===== config.mk =====
export PLATFORM = sky130hd
export DESIGN_NAME = clocked_serial_link_slave_unit
export DESIGN_NICKNAME = d
export VERILOG_FILES = /design/src/rtl/clsl_pkg.sv /design/src/rtl/clsl_rx_store.sv /design/src/rtl/clocked_serial_link_slave_unit.sv
export SDC_FILE = /design/constraint.sdc
export NUM_CORES = 1
export LEC_CHECK = 0
export BUFFER_PORTS_ARGS = -buffer_cell sky130_fd_sc_hd__buf_4
export CORE_ASPECT_RATIO = 0.8
export CORE_MARGIN = 4
export CORE_UTILIZATION = 45
export DETAILED_ROUTE_END_ITERATION = 10
export GPL_TIMING_DRIVEN = 0
export PLACE_DENSITY_LB_ADDON = 0.1
export SLEW_MARGIN = 40
export SYNTH_ARGS = -nofsm -noshare
export SYNTH_HDL_FRONTEND = slang
export SYNTH_HIERARCHICAL = 1
export SYNTH_SLANG_ARGS = --single-unit

===== constraint.sdc =====
create_clock -name clk -period 2.49 [get_ports clk]
set_input_delay 0.249 -clock clk [delete_from_list [all_inputs] [get_ports clk]]
set_output_delay 0.249 -clock clk [all_outputs]
set_load 0.02 [all_outputs]

===== src/rtl/clsl_pkg.sv =====
// Shared constants, types and the transmit-bit function for the serial link slave.
// No dependencies.
package clsl_pkg;

  localparam int unsigned POS_W = 5;

  // Frame slot positions, counted from the edge after sync
  localparam logic [POS_W-1:0] SEND_BITS  = 5'd8;
  localparam logic [POS_W-1:0] ACK_SLOT   = 5'd8;
  localparam logic [POS_W-1:0] RECV_FIRST = 5'd9;
  localparam logic [POS_W-1:0] FINAL_SLOT = 5'd25;
  localparam logic [POS_W-1:0] SIGN_SLOT  = 5'd3;

  typedef enum logic {
    CMD_EDGE  = 1'b0,
    CMD_CLOSE = 1'b1
  } cmd_t;

  // Control from the frame sequencer to the receive store
  typedef struct packed {
    logic       clear;    // sync edge: zero the receive nibbles
    logic       sample;   // set a receive bit from the line
    logic [1:0] nib;      // nibble index
    logic [1:0] bit_sel;  // bit within nibble
    logic       latch;    // final ack high: copy nibbles to display
  } rx_ctrl_t;

  // Header bits LSB first, then sign, then low 4 bits of the magnitude
  function automatic logic tx_bit(input logic [POS_W-1:0] pos,
                                  input logic [2:0] hdr,
                                  input logic [4:0] chg);
    logic       neg;
    logic [4:0] mag;
    logic       b;
    neg = chg[4];
    mag = neg ? (5'd0 - chg) : chg;
    if (pos < SIGN_SLOT) begin
      b = hdr[pos[1:0]];
    end else if (pos == SIGN_SLOT) begin
      b = neg;
    end else begin
      b = mag[pos[1:0]];
    end
    return b;
  endfunction

endpackage


===== src/rtl/clsl_rx_store.sv =====
// Receive nibble store and latched display digits.
// Depends on clsl_pkg.
module clsl_rx_store (
  input  logic                clk,
  input  logic                rst_n,
  input  clsl_pkg::rx_ctrl_t  ctrl,
  input  logic                line,
  output logic [3:0]          digit_a,
  output logic [3:0]          digit_b,
  output logic [3:0]          digit_c,
  output logic [3:0]          digit_d
);

  logic [3:0] nib_r  [4];
  logic [3:0] disp_r [4];

  always_ff @(posedge clk) begin
    if (!rst_n) begin
      for (int i = 0; i < 4; i++) begin
        nib_r[i]  <= 4'd0;
        disp_r[i] <= 4'd0;
      end
    end else begin
      if (ctrl.clear) begin
        for (int i = 0; i < 4; i++) begin
          nib_r[i] <= 4'd0;
        end
      end else if (ctrl.sample && line) begin
        nib_r[ctrl.nib][ctrl.bit_sel] <= 1'b1;
      end
      if (ctrl.latch) begin
        for (int i = 0; i < 4; i++) begin
          disp_r[i] <= nib_r[i];
        end
      end
    end
  end

  assign digit_a = disp_r[0];
  assign digit_b = disp_r[1];
  assign digit_c = disp_r[2];
  assign digit_d = disp_r[3];

endmodule


===== src/rtl/clocked_serial_link_slave_unit.sv =====
// Results are registered: an accepted input transfer loads the result register.
// Throughput: one item per cycle; the only limit is the single result register,
// which frees when its result is taken, so a new item enters in the same cycle.
// Reset: synchronous, active low; clears sync, bit position, nibbles, display
// digits and the result valid flag. No clearing pass.
// Depends on clsl_pkg and clsl_rx_store.
module clocked_serial_link_slave_unit (
  input  logic        clk,
  input  logic        rst_n,
  // input channel: one transfer per host clock edge or close command
  input  logic        in_tvalid,
  output logic        in_tready,
  input  logic [15:0] in_tdata,   // [0] line_in, [3:1] action_header,
                                  // [8:4] score_change (signed), [15:9] zero
  input  logic [0:0]  in_tuser,   // [0] command
  // result channel: one transfer per input
  output logic        out_tvalid,
  input  logic        out_tready,
  output logic [23:0] out_tdata,  // [0] drive_enable, [1] drive_value,
                                  // [2] is_synced, [3] request_consumed,
                                  // [7:4] digit_a, [11:8] digit_b,
                                  // [15:12] digit_c, [19:16] digit_d, [23:20] zero
  output logic        out_tlast   // frame_done
);

  // Input field unpacking
  clsl_pkg::cmd_t   cmd;
  logic             line;
  logic [2:0]       hdr;
  logic [4:0]       chg;

  assign cmd  = clsl_pkg::cmd_t'(in_tuser[0]);
  assign line = in_tdata[0];
  assign hdr  = in_tdata[3:1];
  assign chg  = in_tdata[8:4];

  // Frame state
  logic                      synced_r, synced_nxt;
  logic [clsl_pkg::POS_W-1:0] pos_r, pos_nxt;

  // Result register
  logic out_valid_r;
  logic en_r, en_nxt;
  logic val_r, val_nxt;
  logic done_r, done_nxt;
  logic cons_r, cons_nxt;

  logic                       accept;
  logic [clsl_pkg::POS_W-1:0] k_full;
  clsl_pkg::rx_ctrl_t         rx_ctrl;
  logic [3:0]                 digit_a, digit_b, digit_c, digit_d;

  // Result register frees as its content is taken, so input never waits on it
  // longer than the downstream stall.
  assign in_tready = !out_valid_r || out_tready;
  assign accept    = in_tvalid && in_tready;

  // Offset into the 16 receive bits
  assign k_full = pos_r - clsl_pkg::RECV_FIRST;

  // Per-edge decision: a handful of compares on the bit position
  always_comb begin
    synced_nxt      = synced_r;
    pos_nxt         = pos_r;
    en_nxt          = 1'b0;
    val_nxt         = 1'b0;
    done_nxt        = 1'b0;
    cons_nxt        = 1'b0;
    rx_ctrl.clear   = 1'b0;
    rx_ctrl.sample  = 1'b0;
    rx_ctrl.nib     = k_full[3:2];
    rx_ctrl.bit_sel = k_full[1:0];
    rx_ctrl.latch   = 1'b0;

    if (cmd == clsl_pkg::CMD_CLOSE) begin
      // close: drop sync, hold the line low; position and nibbles kept
      synced_nxt = 1'b0;
      en_nxt     = 1'b1;
    end else if (!synced_r) begin
      // waiting for sync: line high on an edge starts a frame, line released
      if (line) begin
        synced_nxt    = 1'b1;
        pos_nxt       = '0;
        rx_ctrl.clear = 1'b1;
      end
    end else begin
      if (pos_r < clsl_pkg::SEND_BITS) begin
        en_nxt  = 1'b1;
        val_nxt = clsl_pkg::tx_bit(pos_r, hdr, chg);
      end else if (pos_r == clsl_pkg::ACK_SLOT) begin
        en_nxt  = 1'b1;
        val_nxt = 1'b1;
      end else if (pos_r < clsl_pkg::FINAL_SLOT) begin
        rx_ctrl.sample = 1'b1;
      end

      if (pos_r >= clsl_pkg::FINAL_SLOT) begin
        // final ack slot; a position past it is treated the same and holds
        done_nxt      = 1'b1;
        cons_nxt      = line;
        rx_ctrl.latch = line;
        synced_nxt    = 1'b0;
      end else begin
        pos_nxt = pos_r + 1'b1;
      end
    end

    // store only moves on an accepted transfer
    if (!accept) begin
      rx_ctrl.clear  = 1'b0;
      rx_ctrl.sample = 1'b0;
      rx_ctrl.latch  = 1'b0;
    end
  end

  always_ff @(posedge clk) begin
    if (!rst_n) begin
      synced_r    <= 1'b0;
      pos_r       <= '0;
      out_valid_r <= 1'b0;
    end else begin
      if (accept) begin
        synced_r    <= synced_nxt;
        pos_r       <= pos_nxt;
        out_valid_r <= 1'b1;
      end else if (out_tready) begin
        out_valid_r <= 1'b0;
      end
    end
  end

  // Result payload, no reset needed
  always_ff @(posedge clk) begin
    if (accept) begin
      en_r   <= en_nxt;
      val_r  <= val_nxt;
      done_r <= done_nxt;
      cons_r <= cons_nxt;
    end
  end

  // Digits only change on an accepted transfer, which cannot happen while a
  // result is stalled, so they are read straight from the display registers.
  clsl_rx_store u_rx (
    .clk     (clk),
    .rst_n   (rst_n),
    .ctrl    (rx_ctrl),
    .line    (line),
    .digit_a (digit_a),
    .digit_b (digit_b),
    .digit_c (digit_c),
    .digit_d (digit_d)
  );

  assign out_tvalid = out_valid_r;
  assign out_tlast  = done_r;
  assign out_tdata  = {4'd0, digit_d, digit_c, digit_b, digit_a,
                       cons_r, synced_r, val_r, en_r};

endmodule


* Yosys cells after proc, flatten, opt, wreduce, memory -nomap -nowiden
Memory sizes are Yosys's and may differ from the RTL's.
Index checks and enable logic that the tools add are counted.
** Storage, ports and cells
- Bits in writable memories :: 32
- Memories kept :: 2
- Output and inout bits :: 27
- Flip-flop bits (word level) :: 11
- Bits of input ports :: 21
- Word-level logic and storage cells :: 99
** Operators by class
- $add $sub $neg :: 3
- Bitwise operators :: 10
- Mux-type cells :: 56
- Reductions and logical operators :: 10
- Equal/unequal tests :: 3
- Order comparisons :: 8
** Memory list
- u_rx.disp_r :: words 4, bits a word 4, read ports 4, clocked after memory_dff 0, wr ports 4, line clsl_rx_store.sv:15 : logic [3:0] disp_r [4];
- u_rx.nib_r :: words 4, bits a word 4, read ports 4, clocked after memory_dff 0, wr ports 4, line clsl_rx_store.sv:14 : logic [3:0] nib_r [4];
** Operators with widths (count)
- two-way mux 4 bit :: 12
- two-way mux 1 bit :: 35
- two-way mux 5 bit :: 3
- OR 1 bit :: 8
- < comparator 2 x 3 -> 1 bit, second input constant :: 2
- two-way mux 2 bit :: 3
- adder 5 x 1 -> 5 bit, second input constant :: 1
- equality test 5 x 2 -> 1 bit, second input constant :: 1
- equality test 5 x 4 -> 1 bit, second input constant :: 1
- >= comparator 5 bit, second input constant :: 1
- < comparator 5 x 2 -> 1 bit, second input constant :: 1
- < comparator 5 x 4 -> 1 bit, second input constant :: 1
- < comparator 5 bit, second input constant :: 1
- binary-select mux 1 bit (select 2 bit) :: 2
- < comparator 2 x 4 -> 1 bit, second input constant :: 1
- AND reduction 4 bit :: 1
- nonzero test 2 bit :: 2
- OR reduction 4 bit :: 1
- subtractor 1 x 4 -> 4 bit, first input constant :: 1
- subtractor 4 bit, second input constant :: 1
- logical AND 1 bit :: 3
- demux 1 bit (select 2 bit) :: 1
- >= comparator 2 x 1 -> 1 bit, second input constant :: 1
- inequality test 2 bit, second input constant :: 1
- other kinds (4) :: 5

* Longest topological paths before layout
Gate-level depths: netlist of the first run.
- Depth after elaboration :: 14
- Mapped depth :: 11
- Depth with buffers taken out :: 8

* By module
Netlist of the first run, hierarchy kept.
** By module, submodules not included
- clsl_rx_store :: times used 1, seq. area each 800.8 um^2, cells an instance 81, area an instance 1193.6 um^2
- clocked_serial_link_slave_unit :: times used 1, seq. area each 260.2 um^2, cells an instance 108, area an instance 872.1 um^2

* Worst setup path after synthesis of the first run
No wires, ideal clock.
- Kind :: register to register
- From :: reg pos_r[1] (netlist bit)
- To :: mem u_rx.disp_r[0][0], enable pin
- Cell stages (with the launch flop) :: 9
- Required time :: 2.119 ns
- Data arrival time :: 1.654 ns
- Path buffers :: 1
- Clock period less this slack :: 2.025 ns
- Slack :: 0.465 ns
- Cells stage by stage :: dfxtp_1 buf_6 inv_1 ha_1 nor4_4 nor2_1 nand2_1 nor2_1 or2b_1
** RTL lines
- start, declared :: line clocked_serial_link_slave_unit.sv:39 : logic [clsl_pkg::POS_W-1:0] pos_r, pos_nxt;
- start signal, assigned :: line clocked_serial_link_slave_unit.sv:124 : pos_r <= pos_nxt;
- end, declared :: line clsl_rx_store.sv:15

==> results.sh, run 1 <==
export IMPL_run_status="finished clean"
export IMPL_yosys_area_top_type_share_pct=29.1
export IMPL_hold_end="en_r"
export IMPL_clk_latency_ns=0.30
export IMPL_path_clk_slew_ns=0.08
export IMPL_final_fill_count=390
export IMPL_rr_endpoint="u_rx/nib_r[0][2]"
export IMPL_end_kind="register"
export IMPL_leakage_nw=1.05
export IMPL_power_density_nw_per_um2=572
export IMPL_synth_ff_type="dfxtp_1"
export IMPL_finalCritPeriodShare_pct=87.4
export IMPL_diodes=0
export IMPL_ys_types=45
export IMPL_fmax_ghz=0.460
export IMPL_cts_sinks=43
export IMPL_numCtsBuffers=5
export IMPL_synth_edf_count=20
export IMPL_timing_hold_ws_ns=0.266
export IMPL_die_w_um=83.8
export IMPL_cts_buffer_depth=2
export IMPL_fin_skew_ns=0.0123
export IMPL_design_core_area_sq_um=4310
export IMPL_drv_cap=0
export IMPL_drv_slew=0
export IMPL_drtAntennaViolNets=0
export IMPL_final_cell_area_sq_um=2530
export IMPL_routedWlPerCell_um=14.5
export IMPL_cp_start_kind="register"
export IMPL_dp_hpwl_um=3180
export IMPL_yosysSeqAreaShare_pct=51.4
export IMPL_rr_startpoint="pos_r[0]"
export IMPL_dpl_cell_count=285
export IMPL_core_rowCount=21
export IMPL_ctsHoldBuffers=0
export IMPL_groute_usage_overall_pct=16.0
export IMPL_drt_initial_drc_count=110
export IMPL_setup_viol=0
export IMPL_tritoncts="built"
export IMPL_final_cell_count_no_fill=293
export IMPL_via_per_inst=5.33
export IMPL_yosysWarnings=6
export IMPL_dieArea_sq_um=5750
export IMPL_place_area_sq_um=2420
export IMPL_die_h_um=68.6
export IMPL_syn_to_final_growth_pct=22.7
export IMPL_setup_slack_ns=0.314
export IMPL_port_buffers=36
export IMPL_syn_area_sq_um=2070
export IMPL_drt_wl_total_um=4250
export IMPL_r2r_cells=10
export IMPL_hold_start="in_tuser"
export IMPL_avgSynthCellArea_sq_um=10.9
export IMPL_ir_drop_uv=319
export IMPL_tns_ns=0
export IMPL_drc=0
export IMPL_grt_pass1_vias=1458
export IMPL_rrSetupSlack_ns=0.31
export IMPL_rsz0062_at_grt="false"
export IMPL_cp_arrival_ns=2.37
export IMPL_layout_drive_gt1_share_pct=30.1
export IMPL_period_needed_ns=2.18
export IMPL_ys_seq_elements=43
export IMPL_top_level_ports=48
export IMPL_multi_input_area_sq_um=838
export IMPL_syn_inst=189
export IMPL_min_path_type="input port to register"
export IMPL_async_reset_ff_share_pct=0
export IMPL_synth_top_area_cell="edfxtp_1"
export IMPL_start_util_pct=47.9
export IMPL_critPathMaxFanout=10
export IMPL_finalWeightedCongestion=0.830
export IMPL_fin_nets=261
export IMPL_pre_cts_slack_ns=0.125
export IMPL_critical_path_required_ns=2.68
export IMPL_antenna_found_initial=0
export IMPL_worstSetupPathType="register to register"
export IMPL_vias=1562
export IMPL_hold_viol=0
export IMPL_yosys_top_cells_area="edfxtp_1 29%, dfxtp_1 22%, a32o_1 7.8%"
export IMPL_clockRootBuffer="clkbuf_8"
export IMPL_finish_utilization_pct=58.8
export IMPL_grt_pass1_wl_um=7200
export IMPL_firstDrtPassIters=4
export IMPL_finalPower_mw=1.45
export IMPL_min_path_cells=2
export IMPL_grt_max_degree=17
export IMPL_h_tree_depth=2
export IMPL_seq_area_sq_um=1060
export IMPL_gr_total_overflow=0
-- cell usage after synthesis (all sizes together) (5+ instances only) --
| library cell | n |
|---|---|
| nand2 | 9 |
| edfxtp | 20 |
| inv | 12 |
| and3 | 16 |
| o21ai | 7 |
| a21oi | 8 |
| nor2 | 10 |
| a32o | 16 |
| buf | 13 |
| ha | 5 |
| nand3 | 5 |
| dfxtp | 23 |
-- routing by layer --
layer  up-vias  global-route usage, %  routed length [um]
met5         -                      0                   0
met4         0                   5.42                  45
met3         4                   4.28                 274
met2        51                   25.3                1880
met1       733                   21.6                2050
li1        774                      -                   -
-- where the power goes --
group	internal, mW	switching [mW]	total, mW
Clock	0.299	0.235	0.534
Sequential	0.756	0.00773	0.764
Combinational	0.0666	0.0842	0.151
Total	1.12	0.327	1.45
-- kinds of logic (layout without fill, tap and decap cells) --
kind of cell | count (synthesis) | in the layout | share of synthesized area (%)
AOI/OAI and AO/OA | 40 | 40 | 15.4
xor gates and xnor gates | 3 | 3 | 1.27
adders and majority gates | 5 | 5 | 3.03
buffers and inverters | 29 | 73 | 8.66
DFF | 43 | 43 | 51.4
muxes | 2 | 2 | 0.969
other | 1 | 4 | 0.182
and+or+nand+nor | 66 | 66 | 19.1
-- cell usage in the layout, fill, tap and decap left out, types with 6 or more instances in the layout --
cell / count
a32o_1: 16
edfxtp_1: 20
nor2_1: 10
dfxtp_1: 22
inv_1: 12
nand2_1: 9
o21ai_0: 7
buf_4: 44
and3_2: 6
a21oi_1: 8
and3_1: 10
-- registers in the layout (all words and copies together), names as in the netlist --
name	flops
synced_r	1
en_r	1
u_rx/nib_r	16
out_tvalid	1
out_tlast	1
u_rx/disp_r	16
pos_r	5
val_r	1
cons_r	1
-- worst max-delay path by stage --
stage             start           endpoint  slack [ns]  cells past startpoint
3_3_place_gp   pos_r[0]  u_rx/disp_r[0][0]        0.22                      6
4_1_cts        pos_r[1]  u_rx/disp_r[3][3]        0.10                      8
3_5_place_dp   pos_r[1]  u_rx/disp_r[3][2]        0.12                      8
6_report       pos_r[0]   u_rx/nib_r[0][2]        0.31                     10
5_1_grt        pos_r[0]   u_rx/nib_r[0][3]        0.13                     10
2_1_floorplan  pos_r[1]  u_rx/disp_r[0][0]        0.46                      8
-- cell type report --
cell class,count,area share (%)
clock buffers,5,2.72
clock inverters,3,1.73
plain buffers,17,5.28
flip-flops and latches,43,41.9
multi-input cells,120,33.1
well taps,57,2.81
repair buffers,36,10.7
inverters,12,1.78
-- repair_timing --
action,4_1_cts,5_1_grt
gates resized for setup,0,2
buffers inserted,0,0
endpoints found under the setup margin,0,26
-- worst max-delay path, stage by stage, from the launching register on --
cell and delay (ns):
dfxtp_2 0.39, inv_1 0.22, ha_1 0.19, inv_1 0.05
o21ai_0 0.29, nand2b_1 0.16, a21oi_1 0.07, and4b_1 0.21
buf_6 0.14, buf_12 0.13, a32o_1 0.22
(Power assumes the default switching activity.)
==> inputs of run 2 (changes only) <==
Settings changed: SYNTH_HIERARCHICAL 1 to unset.
==> run 2 against run 1 <==
- critical endpoint is now u_rx.disp_r[0][2]
- highest routed layer unchanged
- cell count increased by 3.8%
- largest power group unchanged
- total power decreased by 5.9%
- hold slack improved by 0.0093 ns
- sequential share of layout area decreased by 1.8 points
==> results.sh, run 2 <==
export IMPL_reg_largest_list="u_rx.disp_r (16), u_rx.nib_r (16), pos_r (5)"
export IMPL_cp_arrival_ns=2.37
export IMPL_yosys_top_cells_area="edfxtp_1 28%, dfxtp_1 21%, a22o_1 6.4%"
export IMPL_final_common_cell="buf_4"
export IMPL_fin_nets=270
export IMPL_synth_edf_count=20
export IMPL_syn_inst=197
export IMPL_fin_skew_ns=0.00713
export IMPL_synth_ff_type="dfxtp_1"
export IMPL_path_clk_slew_ns=0.08
export IMPL_clk_latency_ns=0.30
export IMPL_via_per_inst=5.19
export IMPL_layout_drive_gt1_share_pct=32.4
export IMPL_finalPower_mw=1.36
export IMPL_grt_max_degree=17
export IMPL_fmax_ghz=0.434
export IMPL_drv_slew=0
export IMPL_finish_utilization_pct=57.1
export IMPL_grt_pass1_vias=1458
export IMPL_clockRootBuffer="clkbuf_8"
export IMPL_die_w_um=85.9
export IMPL_min_path_type="input port to register"
export IMPL_routedWlPerCell_um=14.1
export IMPL_finalCritPeriodShare_pct=92.5
export IMPL_rsz0062_at_grt="false"
export IMPL_numCtsBuffers=5
export IMPL_ir_drop_uv=286
export IMPL_syn_area_sq_um=2180
export IMPL_worstSetupPathType="register to register"
export IMPL_avgSynthCellArea_sq_um=11.1
export IMPL_gr_total_overflow=0
export IMPL_design_core_area_sq_um=4620
export IMPL_ctsResizeCount=0
export IMPL_h_tree_depth=2
export IMPL_drt_wl_total_um=4300
export IMPL_drtAntennaViolNets=0
export IMPL_synth_top_area_cell="edfxtp_1"
export IMPL_critPathMaxFanout=10
export IMPL_layout_common_cells="44 x buf_4, 23 x dfxtp_1, 20 x edfxtp_1"
export IMPL_finalWeightedCongestion=0.789
export IMPL_yosysWarnings=0
export IMPL_tns_ns=0
export IMPL_yosysSeqAreaShare_pct=48.6
export IMPL_post_synth_top_count_cell="dfxtp_1"
export IMPL_tightest_slew_ns=0.533
export IMPL_vias=1578
export IMPL_dp_hpwl_um=3260
export IMPL_ctsHoldBuffers=0
export IMPL_setup_viol=0
export IMPL_drt_initial_drc_count=57
export IMPL_hold_viol=0
export IMPL_drv_cap=0
export IMPL_grt_pass1_wl_um=7160
export IMPL_cts_sinks=43
export IMPL_drc=0
export IMPL_core_rowCount=22
export IMPL_start_util_pct=47.2
export IMPL_final_fill_count=443
export IMPL_critical_path_required_ns=2.55
export IMPL_power_density_nw_per_um2=516
export IMPL_rrSetupSlack_ns=0.19
export IMPL_period_needed_ns=2.30
export IMPL_cts_buffer_depth=2
export IMPL_die_h_um=70.3
export IMPL_synth_common_cells="23 x dfxtp_1, 20 x edfxtp_1, 18 x and2_1"
export IMPL_syn_to_final_growth_pct=21.1
export IMPL_top_level_ports=48
export IMPL_maxSlewHeadroom_pct=64.4
export IMPL_diodes=0
export IMPL_leakage_nw=1.05
export IMPL_yosys_area_top_type_share_pct=27.5
export IMPL_firstDrtPassIters=4
export IMPL_dieArea_sq_um=6030
export IMPL_ys_seq_elements=43
export IMPL_cp_start_kind="register"
export IMPL_async_reset_ff_share_pct=0
export IMPL_end_kind="register"
export IMPL_antenna_found_initial=0
export IMPL_ys_types=50
export IMPL_run_status="finished clean"
export IMPL_port_buffers=36
export IMPL_tritoncts="built"
export IMPL_groute_usage_overall_pct=15.2
export IMPL_post_cts_repair_setup_buffers=0
[run 2: changes by cell type in the layout (fill, tap and decap cells not counted), sizes merged, moves of 3 or more]
cell,change
nor2,-5
and2,+17
mux2i,+3
nand3,+3
and3,-15
a22o,+16
a32o,-15
clkbuf,-4
nor3,+5
or3,-3
and2b,-3
buf,+3
[run 2: final timing paths]
| kind | endpoint | from | cells past startpoint |
|---|---|---|---|
| min reg2reg | u_rx.nib_r[2][1] | u_rx.nib_r[2][1] | 1 |
| max | u_rx.disp_r[0][2] | pos_r[1] | 8 |
| min | cons_r | in_tdata[0] | 2 |
| max reg2reg | u_rx.disp_r[0][2] | pos_r[1] | 8 |
[run 2: cell type report]
type | count | area (sq um) | share of cell area (%)
multi-input cells | 130 | 990 | 37.5
clock inverters | 3 | 23.8 | 0.900
flip-flops and latches | 43 | 1060 | 40.2
plain buffers | 16 | 113 | 4.26
clock buffers | 5 | 68.8 | 2.60
repair buffers | 36 | 270 | 10.2
inverters | 11 | 41.3 | 1.56
well taps | 60 | 75.1 | 2.84
[run 2: routing by layer]
metal | up-vias | track usage (%) | share of wire (%)
met5 | - | 0 | 0
met4 | 0 | 5.62 | 1.4
met3 | 7 | 4.72 | 6.5
met2 | 39 | 20.7 | 42
met1 | 729 | 22.2 | 50
li1 | 803 | - | -
[run 2: logic make-up after synthesis]
| group | share of synthesized area (%) |
|---|---|
| and+or+nand+nor | 21.2 |
| other | 0.172 |
| muxes | 2.29 |
| DFF | 48.6 |
| buffers and inverters | 7.05 |
| adders and majority gates | 3.44 |
| AOI/OAI and AO/OA | 17.3 |
[run 2: stage by stage]
step | cell area (sq um) | setup slack (ns) | std cells | hold slack (ns)
final | 2640 | 0.186 | 304 | 0.275
after global routing | 2640 | 0.000489 | 304 | 0.268
after CTS | 2640 | 0.0125 | 304 | 0.270
after detailed placement | 2540 | 0.0287 | 296 | 0.459
after global placement | 2540 | -0.300 | 296 | 0.455
after floorplan | 2190 | 0.159 | 200 | 0.415
[run 2: worst max-delay path: stages, from the launching register on]
cell	delay, ns
dfxtp_1	0.56
buf_2	0.27
inv_1	0.11
ha_1	0.21
nor4_2	0.25
nand3b_2	0.29
nor3_4	0.08
buf_6	0.14
and2_1	0.15
[run 2: report_power, final]
part / switching [mW] / total, mW / internal, mW
clock network: 0.251 / 0.452 / 0.200
logic: 0.0867 / 0.150 / 0.0635
registers: 0.00530 / 0.761 / 0.755
